==> src/hw/rtl/lds_pkg.sv <==
package lds_pkg;

   // Widths of the transaction fields on the channels.
   localparam int FIELD_BITS  = 31;
   localparam int RESULT_BITS = 64;

   // Sequencer states of the solver core.
   typedef enum logic [7:0] {
      ST_IDLE      = 8'b0000_0001,
      ST_EUC_DIV   = 8'b0000_0010,
      ST_MUL_S     = 8'b0000_0100,
      ST_MUL_T     = 8'b0000_1000,
      ST_SCALE_DIV = 8'b0001_0000,
      ST_MUL_X     = 8'b0010_0000,
      ST_MUL_Y     = 8'b0100_0000,
      ST_RESP      = 8'b1000_0000
   } state_type;

endpackage

==> src/hw/rtl/lds_req_if.sv <==
interface lds_req_if;
   logic                            valid;
   logic                            ready;
   logic [lds_pkg::FIELD_BITS-1:0]  coef_a;
   logic [lds_pkg::FIELD_BITS-1:0]  coef_b;
   logic [lds_pkg::FIELD_BITS-1:0]  rhs_c;

   modport source (output valid, coef_a, coef_b, rhs_c, input ready);
   modport sink   (input valid, coef_a, coef_b, rhs_c, output ready);
endinterface

==> src/hw/rtl/lds_rsp_if.sv <==
interface lds_rsp_if;
   logic                                  valid;
   logic                                  ready;
   logic                                  solvable;
   logic        [lds_pkg::FIELD_BITS-1:0]  divisor;
   logic signed [lds_pkg::RESULT_BITS-1:0] sol_x;
   logic signed [lds_pkg::RESULT_BITS-1:0] sol_y;

   modport source (output valid, solvable, divisor, sol_x, sol_y, input ready);
   modport sink   (input valid, solvable, divisor, sol_x, sol_y, output ready);
endinterface

==> src/hw/rtl/lds_divider.sv <==
module lds_divider #(
   parameter int WIDTH = 31
) (
   input  logic             clock,
   input  logic             reset,
   input  logic             start,
   input  logic [WIDTH-1:0] dividend,
   input  logic [WIDTH-1:0] divisor,
   output logic             done,
   output logic [WIDTH-1:0] quotient,
   output logic [WIDTH-1:0] remainder
);

   localparam int CNT_W = $clog2(WIDTH + 1);

   logic             busy_ff, busy_in;
   logic             done_ff, done_in;
   logic [CNT_W-1:0] cnt_ff, cnt_in;
   logic [WIDTH-1:0] rem_ff, rem_in;
   logic [WIDTH-1:0] quo_ff, quo_in;
   logic [WIDTH-1:0] den_ff, den_in;
   logic [WIDTH:0]   shifted;
   logic [WIDTH:0]   diff;

   // Restoring division, one quotient bit per cycle. The dividend shifts
   // out of the top of the quotient register while quotient bits enter below.
   always_comb begin
      shifted = {rem_ff, quo_ff[WIDTH-1]};
      diff    = shifted - {1'b0, den_ff};
      busy_in = busy_ff;
      done_in = 1'b0;
      cnt_in  = cnt_ff;
      rem_in  = rem_ff;
      quo_in  = quo_ff;
      den_in  = den_ff;
      if (start) begin
         busy_in = 1'b1;
         cnt_in  = CNT_W'(WIDTH);
         rem_in  = '0;
         quo_in  = dividend;
         den_in  = divisor;
      end else if (busy_ff) begin
         if (diff[WIDTH]) begin
            rem_in = shifted[WIDTH-1:0];
         end else begin
            rem_in = diff[WIDTH-1:0];
         end
         quo_in = {quo_ff[WIDTH-2:0], ~diff[WIDTH]};
         cnt_in = cnt_ff - CNT_W'(1);
         if (cnt_ff == CNT_W'(1)) begin
            busy_in = 1'b0;
            done_in = 1'b1;
         end
      end
   end

   always_ff @(posedge clock) begin
      if (reset) begin
         busy_ff <= 1'b0;
         done_ff <= 1'b0;
         cnt_ff  <= '0;
      end else begin
         busy_ff <= busy_in;
         done_ff <= done_in;
         cnt_ff  <= cnt_in;
      end
   end

   always_ff @(posedge clock) begin
      rem_ff <= rem_in;
      quo_ff <= quo_in;
      den_ff <= den_in;
   end

   assign done      = done_ff;
   assign quotient  = quo_ff;
   assign remainder = rem_ff;

endmodule

==> src/hw/rtl/linear_diophantine_solver_core.sv <==
// Each Euclid step runs one pass of the shared divider and two multiply passes; the final
// scaling adds one more divide and two more multiply passes.
// Throughput: one transaction at a time; the next is taken after the result is delivered.
// Reset: synchronous, active high; returns the sequencer and the divider control to idle, no data is cleared.
module linear_diophantine_solver_core #(
   parameter int OPERAND_BITS = 31
) (
   input logic         clock,
   input logic         reset,
   lds_req_if.sink     req_chan,
   lds_rsp_if.source   rsp_chan
);

   // Bezout coefficients stay below 2^OPERAND_BITS in magnitude, and so do
   // the intermediate values of a Euclid step; two extra bits hold the sign
   // and the headroom of the difference.
   localparam int CB = OPERAND_BITS + 2;
   localparam int AW = lds_pkg::RESULT_BITS;

   lds_pkg::state_type state_ff, state_in;
   logic div_start_ff, div_start_in;

   // Euclid remainders, the latched quotient/remainder of the current step,
   // and the right-hand side.
   logic [OPERAND_BITS-1:0] r0_ff, r0_in;
   logic [OPERAND_BITS-1:0] r1_ff, r1_in;
   logic [OPERAND_BITS-1:0] q_ff, q_in;
   logic [OPERAND_BITS-1:0] rem_ff, rem_in;
   logic [OPERAND_BITS-1:0] c_ff, c_in;

   // Bezout coefficient pairs.
   logic signed [CB-1:0] s0_ff, s0_in;
   logic signed [CB-1:0] s1_ff, s1_in;
   logic signed [CB-1:0] t0_ff, t0_in;
   logic signed [CB-1:0] t1_ff, t1_in;

   // Shared multiply unit: acc <= acc - mcand * mplier, one multiplier bit
   // per cycle, finishing as soon as no set bit is left in the multiplier.
   logic signed [AW-1:0]    acc_ff, acc_in;
   logic signed [AW-1:0]    mcand_ff, mcand_in;
   logic [OPERAND_BITS-1:0] mplier_ff, mplier_in;
   logic signed [AW-1:0]    mac_addend;
   logic signed [AW-1:0]    mac_next;
   logic                    mac_run;

   // Result register; it holds the transaction until the sink takes it.
   logic                    solv_ff, solv_in;
   logic [OPERAND_BITS-1:0] gcd_ff, gcd_in;
   logic signed [AW-1:0]    x_ff, x_in;
   logic signed [AW-1:0]    y_ff, y_in;

   // Operands as seen by the block: bits above OPERAND_BITS are ignored.
   logic [OPERAND_BITS-1:0] in_a;
   logic [OPERAND_BITS-1:0] in_b;
   logic [OPERAND_BITS-1:0] in_c;

   // Divider hookup. During the Euclid steps it divides r0 by r1; for the
   // final scaling it divides c by the gcd, which then sits in r0.
   logic [OPERAND_BITS-1:0] div_num;
   logic [OPERAND_BITS-1:0] div_den;
   logic                    div_done;
   logic [OPERAND_BITS-1:0] div_quo;
   logic [OPERAND_BITS-1:0] div_rem;

   assign in_a = req_chan.coef_a[OPERAND_BITS-1:0];
   assign in_b = req_chan.coef_b[OPERAND_BITS-1:0];
   assign in_c = req_chan.rhs_c[OPERAND_BITS-1:0];

   assign div_num = (state_ff == lds_pkg::ST_SCALE_DIV) ? c_ff  : r0_ff;
   assign div_den = (state_ff == lds_pkg::ST_SCALE_DIV) ? r0_ff : r1_ff;

   lds_divider #(
      .WIDTH (OPERAND_BITS)
   ) u_divider (
      .clock     (clock),
      .reset     (reset),
      .start     (div_start_ff),
      .dividend  (div_num),
      .divisor   (div_den),
      .done      (div_done),
      .quotient  (div_quo),
      .remainder (div_rem)
   );

   assign mac_addend = mplier_ff[0] ? mcand_ff : '0;
   assign mac_next   = acc_ff - mac_addend;
   assign mac_run    = (mplier_ff != '0);

   always_comb begin
      state_in     = state_ff;
      div_start_in = 1'b0;
      r0_in        = r0_ff;
      r1_in        = r1_ff;
      q_in         = q_ff;
      rem_in       = rem_ff;
      c_in         = c_ff;
      s0_in        = s0_ff;
      s1_in        = s1_ff;
      t0_in        = t0_ff;
      t1_in        = t1_ff;
      acc_in       = acc_ff;
      mcand_in     = mcand_ff;
      mplier_in    = mplier_ff;
      solv_in      = solv_ff;
      gcd_in       = gcd_ff;
      x_in         = x_ff;
      y_in         = y_ff;

      unique case (state_ff)
         lds_pkg::ST_IDLE: begin
            if (req_chan.valid) begin
               if ((in_a == '0) && (in_b == '0)) begin
                  // No gcd exists when both coefficients are zero.
                  solv_in  = 1'b0;
                  gcd_in   = '0;
                  x_in     = '1;
                  y_in     = '1;
                  state_in = lds_pkg::ST_RESP;
               end else begin
                  r0_in        = in_a;
                  r1_in        = in_b;
                  c_in         = in_c;
                  s0_in        = CB'(1);
                  s1_in        = '0;
                  t0_in        = '0;
                  t1_in        = CB'(1);
                  div_start_in = 1'b1;
                  // With b zero the gcd is a itself and x0 = 1, y0 = 0.
                  state_in     = (in_b == '0) ? lds_pkg::ST_SCALE_DIV
                                              : lds_pkg::ST_EUC_DIV;
               end
            end
         end

         lds_pkg::ST_EUC_DIV: begin
            if (div_done) begin
               q_in      = div_quo;
               rem_in    = div_rem;
               acc_in    = AW'(s0_ff);
               mcand_in  = AW'(s1_ff);
               mplier_in = div_quo;
               state_in  = lds_pkg::ST_MUL_S;
            end
         end

         lds_pkg::ST_MUL_S: begin
            if (mac_run) begin
               acc_in    = mac_next;
               mcand_in  = mcand_ff <<< 1;
               mplier_in = mplier_ff >> 1;
            end else begin
               s0_in     = s1_ff;
               s1_in     = acc_ff[CB-1:0];
               acc_in    = AW'(t0_ff);
               mcand_in  = AW'(t1_ff);
               mplier_in = q_ff;
               state_in  = lds_pkg::ST_MUL_T;
            end
         end

         lds_pkg::ST_MUL_T: begin
            if (mac_run) begin
               acc_in    = mac_next;
               mcand_in  = mcand_ff <<< 1;
               mplier_in = mplier_ff >> 1;
            end else begin
               // Close the Euclid step and shift the remainder pair.
               t0_in        = t1_ff;
               t1_in        = acc_ff[CB-1:0];
               r0_in        = r1_ff;
               r1_in        = rem_ff;
               div_start_in = 1'b1;
               state_in     = (rem_ff == '0) ? lds_pkg::ST_SCALE_DIV
                                             : lds_pkg::ST_EUC_DIV;
            end
         end

         lds_pkg::ST_SCALE_DIV: begin
            if (div_done) begin
               gcd_in = r0_ff;
               if (div_rem != '0) begin
                  // The gcd does not divide c: no integer solution.
                  solv_in  = 1'b0;
                  x_in     = '1;
                  y_in     = '1;
                  state_in = lds_pkg::ST_RESP;
               end else begin
                  // The unit subtracts, so the negated coefficient yields x0 * k.
                  solv_in   = 1'b1;
                  q_in      = div_quo;
                  acc_in    = '0;
                  mcand_in  = -AW'(s0_ff);
                  mplier_in = div_quo;
                  state_in  = lds_pkg::ST_MUL_X;
               end
            end
         end

         lds_pkg::ST_MUL_X: begin
            if (mac_run) begin
               acc_in    = mac_next;
               mcand_in  = mcand_ff <<< 1;
               mplier_in = mplier_ff >> 1;
            end else begin
               x_in      = acc_ff;
               acc_in    = '0;
               mcand_in  = -AW'(t0_ff);
               mplier_in = q_ff;
               state_in  = lds_pkg::ST_MUL_Y;
            end
         end

         lds_pkg::ST_MUL_Y: begin
            if (mac_run) begin
               acc_in    = mac_next;
               mcand_in  = mcand_ff <<< 1;
               mplier_in = mplier_ff >> 1;
            end else begin
               y_in     = acc_ff;
               state_in = lds_pkg::ST_RESP;
            end
         end

         lds_pkg::ST_RESP: begin
            if (rsp_chan.ready) begin
               state_in = lds_pkg::ST_IDLE;
            end
         end

         default: begin
            state_in = lds_pkg::ST_IDLE;
         end
      endcase
   end

   always_ff @(posedge clock) begin
      if (reset) begin
         state_ff     <= lds_pkg::ST_IDLE;
         div_start_ff <= 1'b0;
      end else begin
         state_ff     <= state_in;
         div_start_ff <= div_start_in;
      end
   end

   always_ff @(posedge clock) begin
      r0_ff     <= r0_in;
      r1_ff     <= r1_in;
      q_ff      <= q_in;
      rem_ff    <= rem_in;
      c_ff      <= c_in;
      s0_ff     <= s0_in;
      s1_ff     <= s1_in;
      t0_ff     <= t0_in;
      t1_ff     <= t1_in;
      acc_ff    <= acc_in;
      mcand_ff  <= mcand_in;
      mplier_ff <= mplier_in;
      solv_ff   <= solv_in;
      gcd_ff    <= gcd_in;
      x_ff      <= x_in;
      y_ff      <= y_in;
   end

   // A request transaction is taken only in idle; the result transaction is
   // offered from the result register until the sink accepts it.
   assign req_chan.ready    = (state_ff == lds_pkg::ST_IDLE);
   assign rsp_chan.valid    = (state_ff == lds_pkg::ST_RESP);
   assign rsp_chan.solvable = solv_ff;
   assign rsp_chan.divisor  = lds_pkg::FIELD_BITS'(gcd_ff);
   assign rsp_chan.sol_x    = x_ff;
   assign rsp_chan.sol_y    = y_ff;

endmodule
==> src/flat_wrapper.sv <==
// flat-port wrapper written by rule: the top's interface ports become plain ports
module linear_diophantine_solver_core_flat 
#(
   parameter int OPERAND_BITS = 31
)
  (clock, reset, req_chan_valid, req_chan_coef_a, req_chan_coef_b, req_chan_rhs_c, req_chan_ready, rsp_chan_valid, rsp_chan_solvable, rsp_chan_divisor, rsp_chan_sol_x, rsp_chan_sol_y, rsp_chan_ready);
  lds_req_if req_chan_i ();
  lds_rsp_if rsp_chan_i ();
  input logic clock;
  input logic reset;
  input wire logic [$bits(req_chan_i.valid)-1:0] req_chan_valid;
  input wire logic [$bits(req_chan_i.coef_a)-1:0] req_chan_coef_a;
  input wire logic [$bits(req_chan_i.coef_b)-1:0] req_chan_coef_b;
  input wire logic [$bits(req_chan_i.rhs_c)-1:0] req_chan_rhs_c;
  output wire logic [$bits(req_chan_i.ready)-1:0] req_chan_ready;
  output wire logic [$bits(rsp_chan_i.valid)-1:0] rsp_chan_valid;
  output wire logic [$bits(rsp_chan_i.solvable)-1:0] rsp_chan_solvable;
  output wire logic [$bits(rsp_chan_i.divisor)-1:0] rsp_chan_divisor;
  output wire logic [$bits(rsp_chan_i.sol_x)-1:0] rsp_chan_sol_x;
  output wire logic [$bits(rsp_chan_i.sol_y)-1:0] rsp_chan_sol_y;
  input wire logic [$bits(rsp_chan_i.ready)-1:0] rsp_chan_ready;
  assign req_chan_i.valid = req_chan_valid;
  assign req_chan_i.coef_a = req_chan_coef_a;
  assign req_chan_i.coef_b = req_chan_coef_b;
  assign req_chan_i.rhs_c = req_chan_rhs_c;
  assign req_chan_ready = req_chan_i.ready;
  assign rsp_chan_valid = rsp_chan_i.valid;
  assign rsp_chan_solvable = rsp_chan_i.solvable;
  assign rsp_chan_divisor = rsp_chan_i.divisor;
  assign rsp_chan_sol_x = rsp_chan_i.sol_x;
  assign rsp_chan_sol_y = rsp_chan_i.sol_y;
  assign rsp_chan_i.ready = rsp_chan_ready;
  linear_diophantine_solver_core #(.OPERAND_BITS(OPERAND_BITS)) u_core (.clock(clock), .reset(reset), .req_chan(req_chan_i), .rsp_chan(rsp_chan_i));
endmodule
==> config.mk <==
export PLATFORM = sky130hd
export DESIGN_NAME = linear_diophantine_solver_core_flat
export DESIGN_NICKNAME = d
export VERILOG_FILES = /design/src/hw/rtl/lds_pkg.sv /design/src/hw/rtl/lds_req_if.sv /design/src/hw/rtl/lds_rsp_if.sv /design/src/hw/rtl/lds_divider.sv /design/src/hw/rtl/linear_diophantine_solver_core.sv /design/src/flat_wrapper.sv
export SDC_FILE = /design/constraint.sdc
export NUM_CORES = 1
export LEC_CHECK = 0
export ABC_AREA = 1
export BUFFER_PORTS_ARGS = -buffer_cell sky130_fd_sc_hd__buf_2
export CAP_MARGIN = 20
export CORE_MARGIN = 1.5
export CORE_UTILIZATION = 35
export CTS_CLUSTER_DIAMETER = 80
export DETAILED_ROUTE_END_ITERATION = 16
export PLACE_DENSITY = 0.5
export SLEW_MARGIN = 10
export SYNTH_ARGS = -nofsm -noshare
export SYNTH_HDL_FRONTEND = slang
export SYNTH_SLANG_ARGS = --single-unit
==> constraint.sdc <==
create_clock -name clock -period 10.11 [get_ports clock]
set_input_delay 3.033 -clock clock [delete_from_list [all_inputs] [get_ports clock]]
set_output_delay 3.033 -clock clock [all_outputs]
set_load 0.01 [all_outputs]
* Word-level counts from Yosys, hierarchy flattened *
Cells that the tools add are included.
W data, S select, Z words.

storage, ports and cells
  register bits after elaboration = 715
  bits in latches = 0
  bits in writable memories = 0
  bits in read-only memories = 0
  input bits = 97
  memories = 0

cells by class
  add/sub/neg operators = 5
  multiply operators = 0
  div/mod/pow operators = 0
  order comparisons = 0
  equality and inequality tests = 22
  shifts and indexed selects = 0
  multiplexer cells = 85
  bitwise operators = 3
  reductions and logical operators = 29

operator list
  kind                  number
  $mux W64              18
  $pmux W64 S5          2
  $mux W31              19
  $pmux W64 S3          2
  $pmux W33 S2          4
  $pmux W31 S2          4
  $mux W33              7
  $neg A33 Y64          2
  $pmux W31 S4          1
  $logic_not A31 Y1     3
  $mux W8               10
  $pmux W8 S8           1
  $sub A64 B64 Y64      1
  $reduce_bool A31 Y1   2
  $sub A32 B31 Y32      1
  $mux W5               4
  $ne A2 B2 Y1 const B  10
  $reduce_and A4 Y1     4
  $reduce_and A6 Y1     2
  $mux W1               11
  $reduce_and A5 Y1     2
  $reduce_bool A2 Y1    5
  $eq A8 B1 Y1 const B  1
  $eq A8 B2 Y1 const B  1
  other kinds (20)      27

* Logic depth before layout (Yosys ltp) *
Gate-level depths: netlist of the first run.

  depth after elaboration = 5
  mapped depth = 20
  depth with buffers taken out = 19

* Hierarchy *
Synthesis of the first run repeated with hierarchy kept, for this count alone.

unflattened totals
  cells, all modules = 5036
  area total of the unflattened synthesis = 40759.1 um^2

by module, submodules not included
  module                          times used  cells each  area an instance (um^2)
  linear_diophantine_solver_core  1           4047        34100.2
  lds_divider                     1           989         6658.9

* Worst setup path before layout of the first run *
No wires, ideal clock.

  path type = reg-to-reg
  start = register u_core.state_ff[3]
  end = register u_core.acc_ff[0] (enable)
  library setup time = 0.658 ns
  arrival = 7.373 ns
  path slack = 2.080 ns
  stages on the path, launching flop included = 10
  path buffers = 1
  period minus slack after synthesis = 8.030 ns
  path through = dfxtp_1 -> inv_2 -> nand2_4 -> nor2_4 -> nand2_2 -> inv_1 -> buf_2 -> o21ai_0 -> nand3_1 -> a21oi_1

between the ends
  cells in the longest elaborated chain, start to end = 4

ends and longest elaborated chain
  element                                                              line                                   RTL
  from (decl)                                                          linear_diophantine_solver_core.sv:20   lds_pkg::state_type state_ff, state_in;
  from (signal assigned)                                               linear_diophantine_solver_core.sv:238  state_ff <= lds_pkg::ST_IDLE;
  from (signal assigned)                                               linear_diophantine_solver_core.sv:241  state_ff <= state_in;
  $eq A8 B4 Y1 or $eq A8 B7 Y1 (tied branches)                         linear_diophantine_solver_core.sv:109  unique case (state_ff)
  $reduce_or A2 Y1 (no source line)                                    n/a
  $reduce_bool A5 Y1 (no source line) or $ne A2 B1 Y1 (tied branches)  n/a
  $reduce_and A5 Y1 (no source line) *                                 n/a
  to (signal assigned)                                                 linear_diophantine_solver_core.sv:256  acc_ff <= acc_in;
  to (decl)                                                            linear_diophantine_solver_core.sv:39   logic signed [AW-1:0] acc_ff, acc_in;

Mark *: on every way between the ends. The rest lies on a longest branch, timed or not.
A chain may end at the register's enable or synchronous reset.

* Worst setup path in the final report of the first run *
  start = input port req_chan_coef_b[14]
  end = register u_core.y_ff[35] (netlist: u_core.rsp_chan.sol_y[35]) (enable)

between the ends
  cells in the longest elaborated chain, start to end = 4

ends and longest elaborated chain
  element                             line                                   RTL
  from (decl)                         flat_wrapper.sv:13                     input wire logic [$bits(req_chan_i.coef_b)-1:0] req_chan_coef_b;
  $logic_not A31 Y1                   linear_diophantine_solver_core.sv:112  if ((in_a == '0) && (in_b == '0)) begin
  $logic_and A1 B1 Y1                 linear_diophantine_solver_core.sv:112
  $ne A2 B1 Y1 (no source line)       n/a
  $reduce_and A6 Y1 (no source line)  n/a
  to (signal assigned)                linear_diophantine_solver_core.sv:262  y_ff <= y_in;
  to (decl)                           linear_diophantine_solver_core.sv:50   logic signed [AW-1:0] y_ff, y_in;

Every way passes these cells.

==> results of run 1 <==
## cells in the final DEF, fill, tap and decap left out, types with 46 or more instances in the layout
cell type / synthesis / layout
o21ai_0: 239 / 239
ha_1: 113 / 113
nand3_1: 331 / 330
dfxtp_1: 47 / 46
buf_2: 48 / 258
inv_1: 712 / 707
a21oi_1: 226 / 222
nand2_1: 1393 / 1393
nand4_1: 55 / 55
edfxtp_1: 668 / 668
clkbuf_16: 0 / 85
nor2_1: 503 / 497
## sequential cells by signal, indices dropped and copies added (netlist names), 5 cells and up
name and cells:
u_core.s1_ff 33, u_core.u_divider.den_ff 31, u_core.u_divider.remainder 31, u_core.r1_ff 31
u_core.u_divider.cnt_ff 5, u_core.rem_ff 31, u_core.t1_ff 33, u_core.s0_ff 33
u_core.rsp_chan.sol_x 64, u_core.acc_ff 64, u_core.t0_ff 33, u_core.u_divider.quotient 31
u_core.mcand_ff 64, u_core.rsp_chan.sol_y 64, u_core.rsp_chan.divisor 31, u_core.r0_ff 31
u_core.c_ff 31, u_core.q_ff 31, u_core.mplier_ff 31, u_core.state_ff 8
## power by group
part           internal [mW]  total [mW]  switching, mW
logic                   1.36        5.35           3.98
registers               4.83        5.40          0.576
clock network           1.90        3.24           1.34
## worst max path at each step
stage	end	from	slack, ps
2_1_floorplan	u_core.acc_ff[0]	u_core.state_ff[3]	2080
3_3_place_gp	u_core.rsp_chan.sol_y[35]	req_chan_coef_b[14]	3580
3_5_place_dp	u_core.rsp_chan.sol_y[36]	req_chan_coef_b[14]	3590
4_1_cts	u_core.rsp_chan.sol_y[39]	req_chan_coef_b[14]	4310
5_1_grt	u_core.rsp_chan.sol_y[22]	req_chan_coef_b[14]	4220
6_report	u_core.rsp_chan.sol_y[35]	req_chan_coef_b[14]	4440
## per-stage QoR
step,utilization (%),total power [mW],instances
finish,40.43,14.00,6589
global route,40.43,14.86,6589
CTS,40.37,14.08,6586
detailed placement,37.77,10.79,6430
global placement,37.77,10.78,6430
floorplan,-,8.820,4796
## logic make-up after synthesis
logic type	count (synthesis)
simple gates	2441
buf+inv	878
xor+xnor	62
flops	715
compound gates	585
fa+ha+maj	115
## critical path, stage by stage
cell	delay (ps)
buf_2	120
nor2_1	80
nand2_1	50
nor3_1	190
nand4_1	120
nor2_1	540
nand2_1	230
nand2_1	180
nand2_1	160
nor2_4	460
buf_4	650
## area by class of cell
| type | count | area share, % |
|---|---|---|
| tap | 1500 | 4.115 |
| sequential | 715 | 46.04 |
| inverter | 728 | 6.010 |
| timing repair buffer | 287 | 3.424 |
| clock buffer | 106 | 4.924 |
| multi-input combinational | 3203 | 33.99 |
| clock inverter | 50 | 1.492 |
## Yosys cell counts, types with 5 or more instances
master	instances	share of area [%]
nand2_1	1393	13
inv_1	712	6.7
edfxtp_1	668	50
nor2_1	503	4.7
nand3_1	331	4.2
o21ai_0	239	3.0
a21oi_1	226	2.8
ha_1	113	3.5
clkbuf_1	77	0.72
nand4_1	55	0.86
buf_2	48	0.60
dfxtp_1	47	2.4
o211ai_1	44	0.83
o21bai_1	39	0.73
xor2_1	37	0.81
nor4_1	35	0.55
or2_2	33	0.52
nor3_1	30	0.38
xnor2_1	25	0.55
nand2_2	17	0.27
inv_2	13	0.12
buf_4	11	0.21
buf_6	11	0.31
nand3b_1	10	0.19
o21ai_1	9	0.11
nor2_2	8	0.13
nor2_4	7	0.20
a22oi_1	5	0.094
nand2_4	5	0.14
## routing by layer
metal / vias up / wire length, um
met5: - / 0
met4: 0 / 5200
met3: 226 / 9154
met2: 1162 / 65430
met1: 15890 / 62550
li1: 16160 / -
==> flow_metrics.tcl, run 1 <==
set metrics [dict create \
    cts_tree "built" \
    nets 5231 \
    synth-edff-count 668 \
    placed_area_um2 42610 \
    regArea_um2 21000 \
    fin_area_um2 45610 \
    cts.clk_slew.worst_paths_ps 60 \
    grt_overflow 0 \
    drtAntennaViolNets 0 \
    port_buffers 258 \
    cts_root_buf "clkbuf_16" \
    yosys_most_used_dff "edfxtp_1" \
    rsz0062_at_grt "false" \
    skew_ps 37.16 \
    antenna_found_initial 1 \
    wire_per_inst_um 21.60 \
    whs_path_depth 0 \
    synthMuxAreaShare_pct 0 \
    vias 33440 \
    outcome "finished, final reports clean" \
    num_antenna_cells 0 \
    synthXorXnorAreaFrac_pct 1.361 \
    fin_setup_tns_ps 0 \
    wl_um 142300 \
    syn_inst 4796 \
    r2r_setup_slack_ps 4800 \
    cts_setup_buffers 0 \
    io_pins 259 \
    hold_buffers 0 \
    htreeDepth 3 \
    filler_cell_count 11570 \
    cts_inserted_buffers 84 \
    critPathCaptureType "register" \
    area_growth_pct 14.35 \
    ff2ff_path_depth 11 \
    gp_congestion 0.9362 \
    min-delay-start "u_core.u_divider.quotient[13]" \
    hold_viol_final 0 \
    die_area_um2 116000 \
    min_period_ps 5672 \
    min_path_type "reg -> reg" \
    synth_cell_types 49 \
    core-area_um2 112800 \
    dp_slack_ps 3591 \
    holdWs_ps 443.7 \
    grt_pass1_vias 32260 \
    setup_violations 0 \
    worstSetupStartpointType "input port" \
    leakagePower_nw 19.18 \
    fmax_ghz 0.1763 \
    p_per_area_nw_per_um2 306.9 \
    slew_headroom_pct 26.83 \
    worstMarginPinSlew_ps 1098 \
    synth_top_family_by_area "simple AND/OR/NAND/NOR gates" \
    dp_hpwl_um 104900 \
    yosysSeqAreaShare_pct 52.65 \
    grt.total_usage_pct 24.09 \
    die_w_um 340.6 \
    dr.pass1.iters 5 \
    synth-simple-area-share_pct 25.57 \
    worstPathMaxFanout 51 \
    grt_max_degree 97 \
    cts_buffer_depth 3 \
    rows 123 \
    start_util_pct 35.36 \
    r2r-start "u_core.state_ff[7]" \
    async_flop_share_pct 0 \
    drc_errors 0 \
    crit_arrival_ps 5970 \
    synth-seq-cells 715 \
    cts-resized-gates 0 \
    min_to "u_core.q_ff[13]" \
    synthesis.nets 5008 \
    busiest_layer "met2" \
    ir_worst_vdd_mv 0.2816 \
    max_cap_violations 0 \
    cp.required_ps 10410 \
    fin_crit_sh_pct 56.10 \
    drive_above_1_share_pct 10.26 \
    critical_path_class "in -> reg" \
    viasPerCell 5.075 \
    synth-adder-area-share_pct 3.645 \
    synth_area_um2 39890 \
    finalMaxSlewViolations 0 \
    syn_area_per_cell_um2 8.316 \
    chipHeight_um 340.6 \
    clock_latency_ps 700 \
    r2r-end "u_core.acc_ff[49]" \
    use_met3_pct 3.894 \
    cts.sinks 715 \
    fin_ws_ps 4438 \
    grtUsageMet2_pct 39.19 \
    synth_warnings 0 \
    use_met1_pct 32.50 \
    synth_compound_area_share_pct 8.040 \
    multi_input_area_um2 15500 \
    grt_pass1_wl_um 209000 \
    drt_iter0_drc 2945 \
]
(Power assumes the default switching activity.)
==> inputs of run 2 (changes only) <==
==> constraint.sdc (replaced) <==
create_clock -name clock -period 6 [get_ports clock]
set_input_delay 1.8 -clock clock [delete_from_list [all_inputs] [get_ports clock]]
set_output_delay 1.8 -clock clock [all_outputs]
set_load 0.01 [all_outputs]
==> run 2 against run 1 <==
First-iteration DRC count down 1.7%. Worst setup slack got worse by 2500 ps. Hold slack worse by 1.7 ps. Design area about the same. Combinational power rose by 69%. Count of clock-buffer cells in the layout shrank 6. Via count is 0.42% lower.
==> flow_metrics.tcl, run 2 (synthesis gave the netlist of run 1 again) <==
set metrics [dict create \
    cts_root_buf "clkbuf_16" \
    nets 5238 \
    max_cap_violations 0 \
    cts-resized-gates 0 \
    setup_violations 0 \
    min_path_type "reg -> reg" \
    grt_max_degree 129 \
    worstSetupStartpointType "input port" \
    io_pins 259 \
    finalMaxSlewViolations 0 \
    dp_hpwl_um 104700 \
    drtAntennaViolNets 0 \
    ir_worst_vdd_mv 0.6721 \
    critPathCaptureType "register" \
    die_w_um 340.6 \
    viasPerCell 5.052 \
    area_growth_pct 14.29 \
    cts.sinks 715 \
    chipHeight_um 340.6 \
    fmax_ghz 0.2483 \
    cp.required_ps 6280 \
    start_util_pct 35.36 \
    slew_headroom_pct 32.37 \
    cts_setup_buffers 0 \
    htreeDepth 3 \
    fin_crit_sh_pct 67.13 \
    fin_setup_tns_ps 0 \
    grt.total_usage_pct 23.98 \
    drive_above_1_share_pct 10.35 \
    outcome "finished, final reports clean" \
    min_period_ps 4028 \
    utilization_pct 40.41 \
    regArea_um2 21000 \
    port_buffers 258 \
    grt_overflow 0 \
    die_area_um2 116000 \
    cts_tree "built" \
    vias 33300 \
    filler_cell_count 11690 \
    core-area_um2 112800 \
    p_per_area_nw_per_um2 516.9 \
    layout_common_cells "nand2_1 (1393), inv_1 (707), edfxtp_1 (668), nor2_1 (497), nand3_1 (331)" \
    gp_congestion 0.9494 \
    crit_arrival_ps 4310 \
    cts_inserted_buffers 86 \
    rsz0062_at_grt "false" \
    cts_buffer_depth 3 \
    wl_um 141900 \
    drt_iter0_drc 2894 \
    cts.clk_slew.worst_paths_ps 60 \
    clock_latency_ps 700 \
    num_antenna_cells 0 \
    critical_path_class "in -> reg" \
    hold_buffers 0 \
    dr.pass1.iters 8 \
    grt_pass1_wl_um 207200 \
    multi_input_area_um2 15500 \
    mostFrequentLayoutCell "nand2_1" \
    leakagePower_nw 19.16 \
    rows 123 \
    wire_per_inst_um 21.52 \
    worstPathMaxFanout 44 \
    drc_errors 0 \
    antenna_found_initial 1 \
    skew_ps 52.40 \
    hold_viol_final 0 \
    grt_pass1_vias 32120 \
    worstMarginPinSlew_ps 1012 \
]
[run 2: layout make-up]
type,instances,share of cell area (%)
flip-flops and latches,715,46.07
repair buffers,292,3.480
clock inverters,54,1.479
inverters,728,6.014
well taps,1500,4.117
clock buffers,100,4.836
multi-input cells,3203,34.00
[run 2: per-stage QoR]
step | cell area, um2 | hold WS (ps) | total power, mW | setup WS (ps) | instances
CTS | 45540 | 445.9 | 23.65 | 1997 | 6590
finish | 45580 | 442.0 | 23.56 | 1972 | 6592
global route | 45580 | 456.5 | 24.97 | 1839 | 6592
detailed placement | 42660 | 432.6 | 18.17 | 1286 | 6436
global placement | 42660 | 428.1 | 18.14 | 1305 | 6436
floorplan | 39890 | 426.4 | 14.76 | 62.77 | 4796
[run 2: final timing paths]
check                           slack, ps                          from  cells past startpoint                   endpoint
worst min-delay path                  440  u_core.u_divider.quotient[8]                      0             u_core.q_ff[8]
worst min register to register        440  u_core.u_divider.quotient[8]                      0             u_core.q_ff[8]
worst max-delay path                 1970            req_chan_coef_b[5]                      9  u_core.rsp_chan.sol_y[22]
worst max register to register       2140           u_core.mplier_ff[0]                     19          u_core.acc_ff[37]
[run 2: worst max-delay path, cell delays in order]
cell and delay, ps:
buf_2 100, nor4_1 390, nand4_1 140, nor2_1 550, nand2_1 250, nand2_1 180, nand2_1 160, nor2_4 120
buf_4 490
[run 2: layer usage]
layer	GRT usage [%]	vias to the layer above	wire, um
li1	-	16160	-
met1	32.12	15860	62290
met2	39.51	1088	66000
met3	4.083	190	9032
met4	7.491	0	4562
met5	0	-	0
[run 2: report_power, final]
part           switching [mW]  internal [mW]
Clock                    2.27           3.13
Combinational            6.73           2.31
Sequential              0.993           8.13
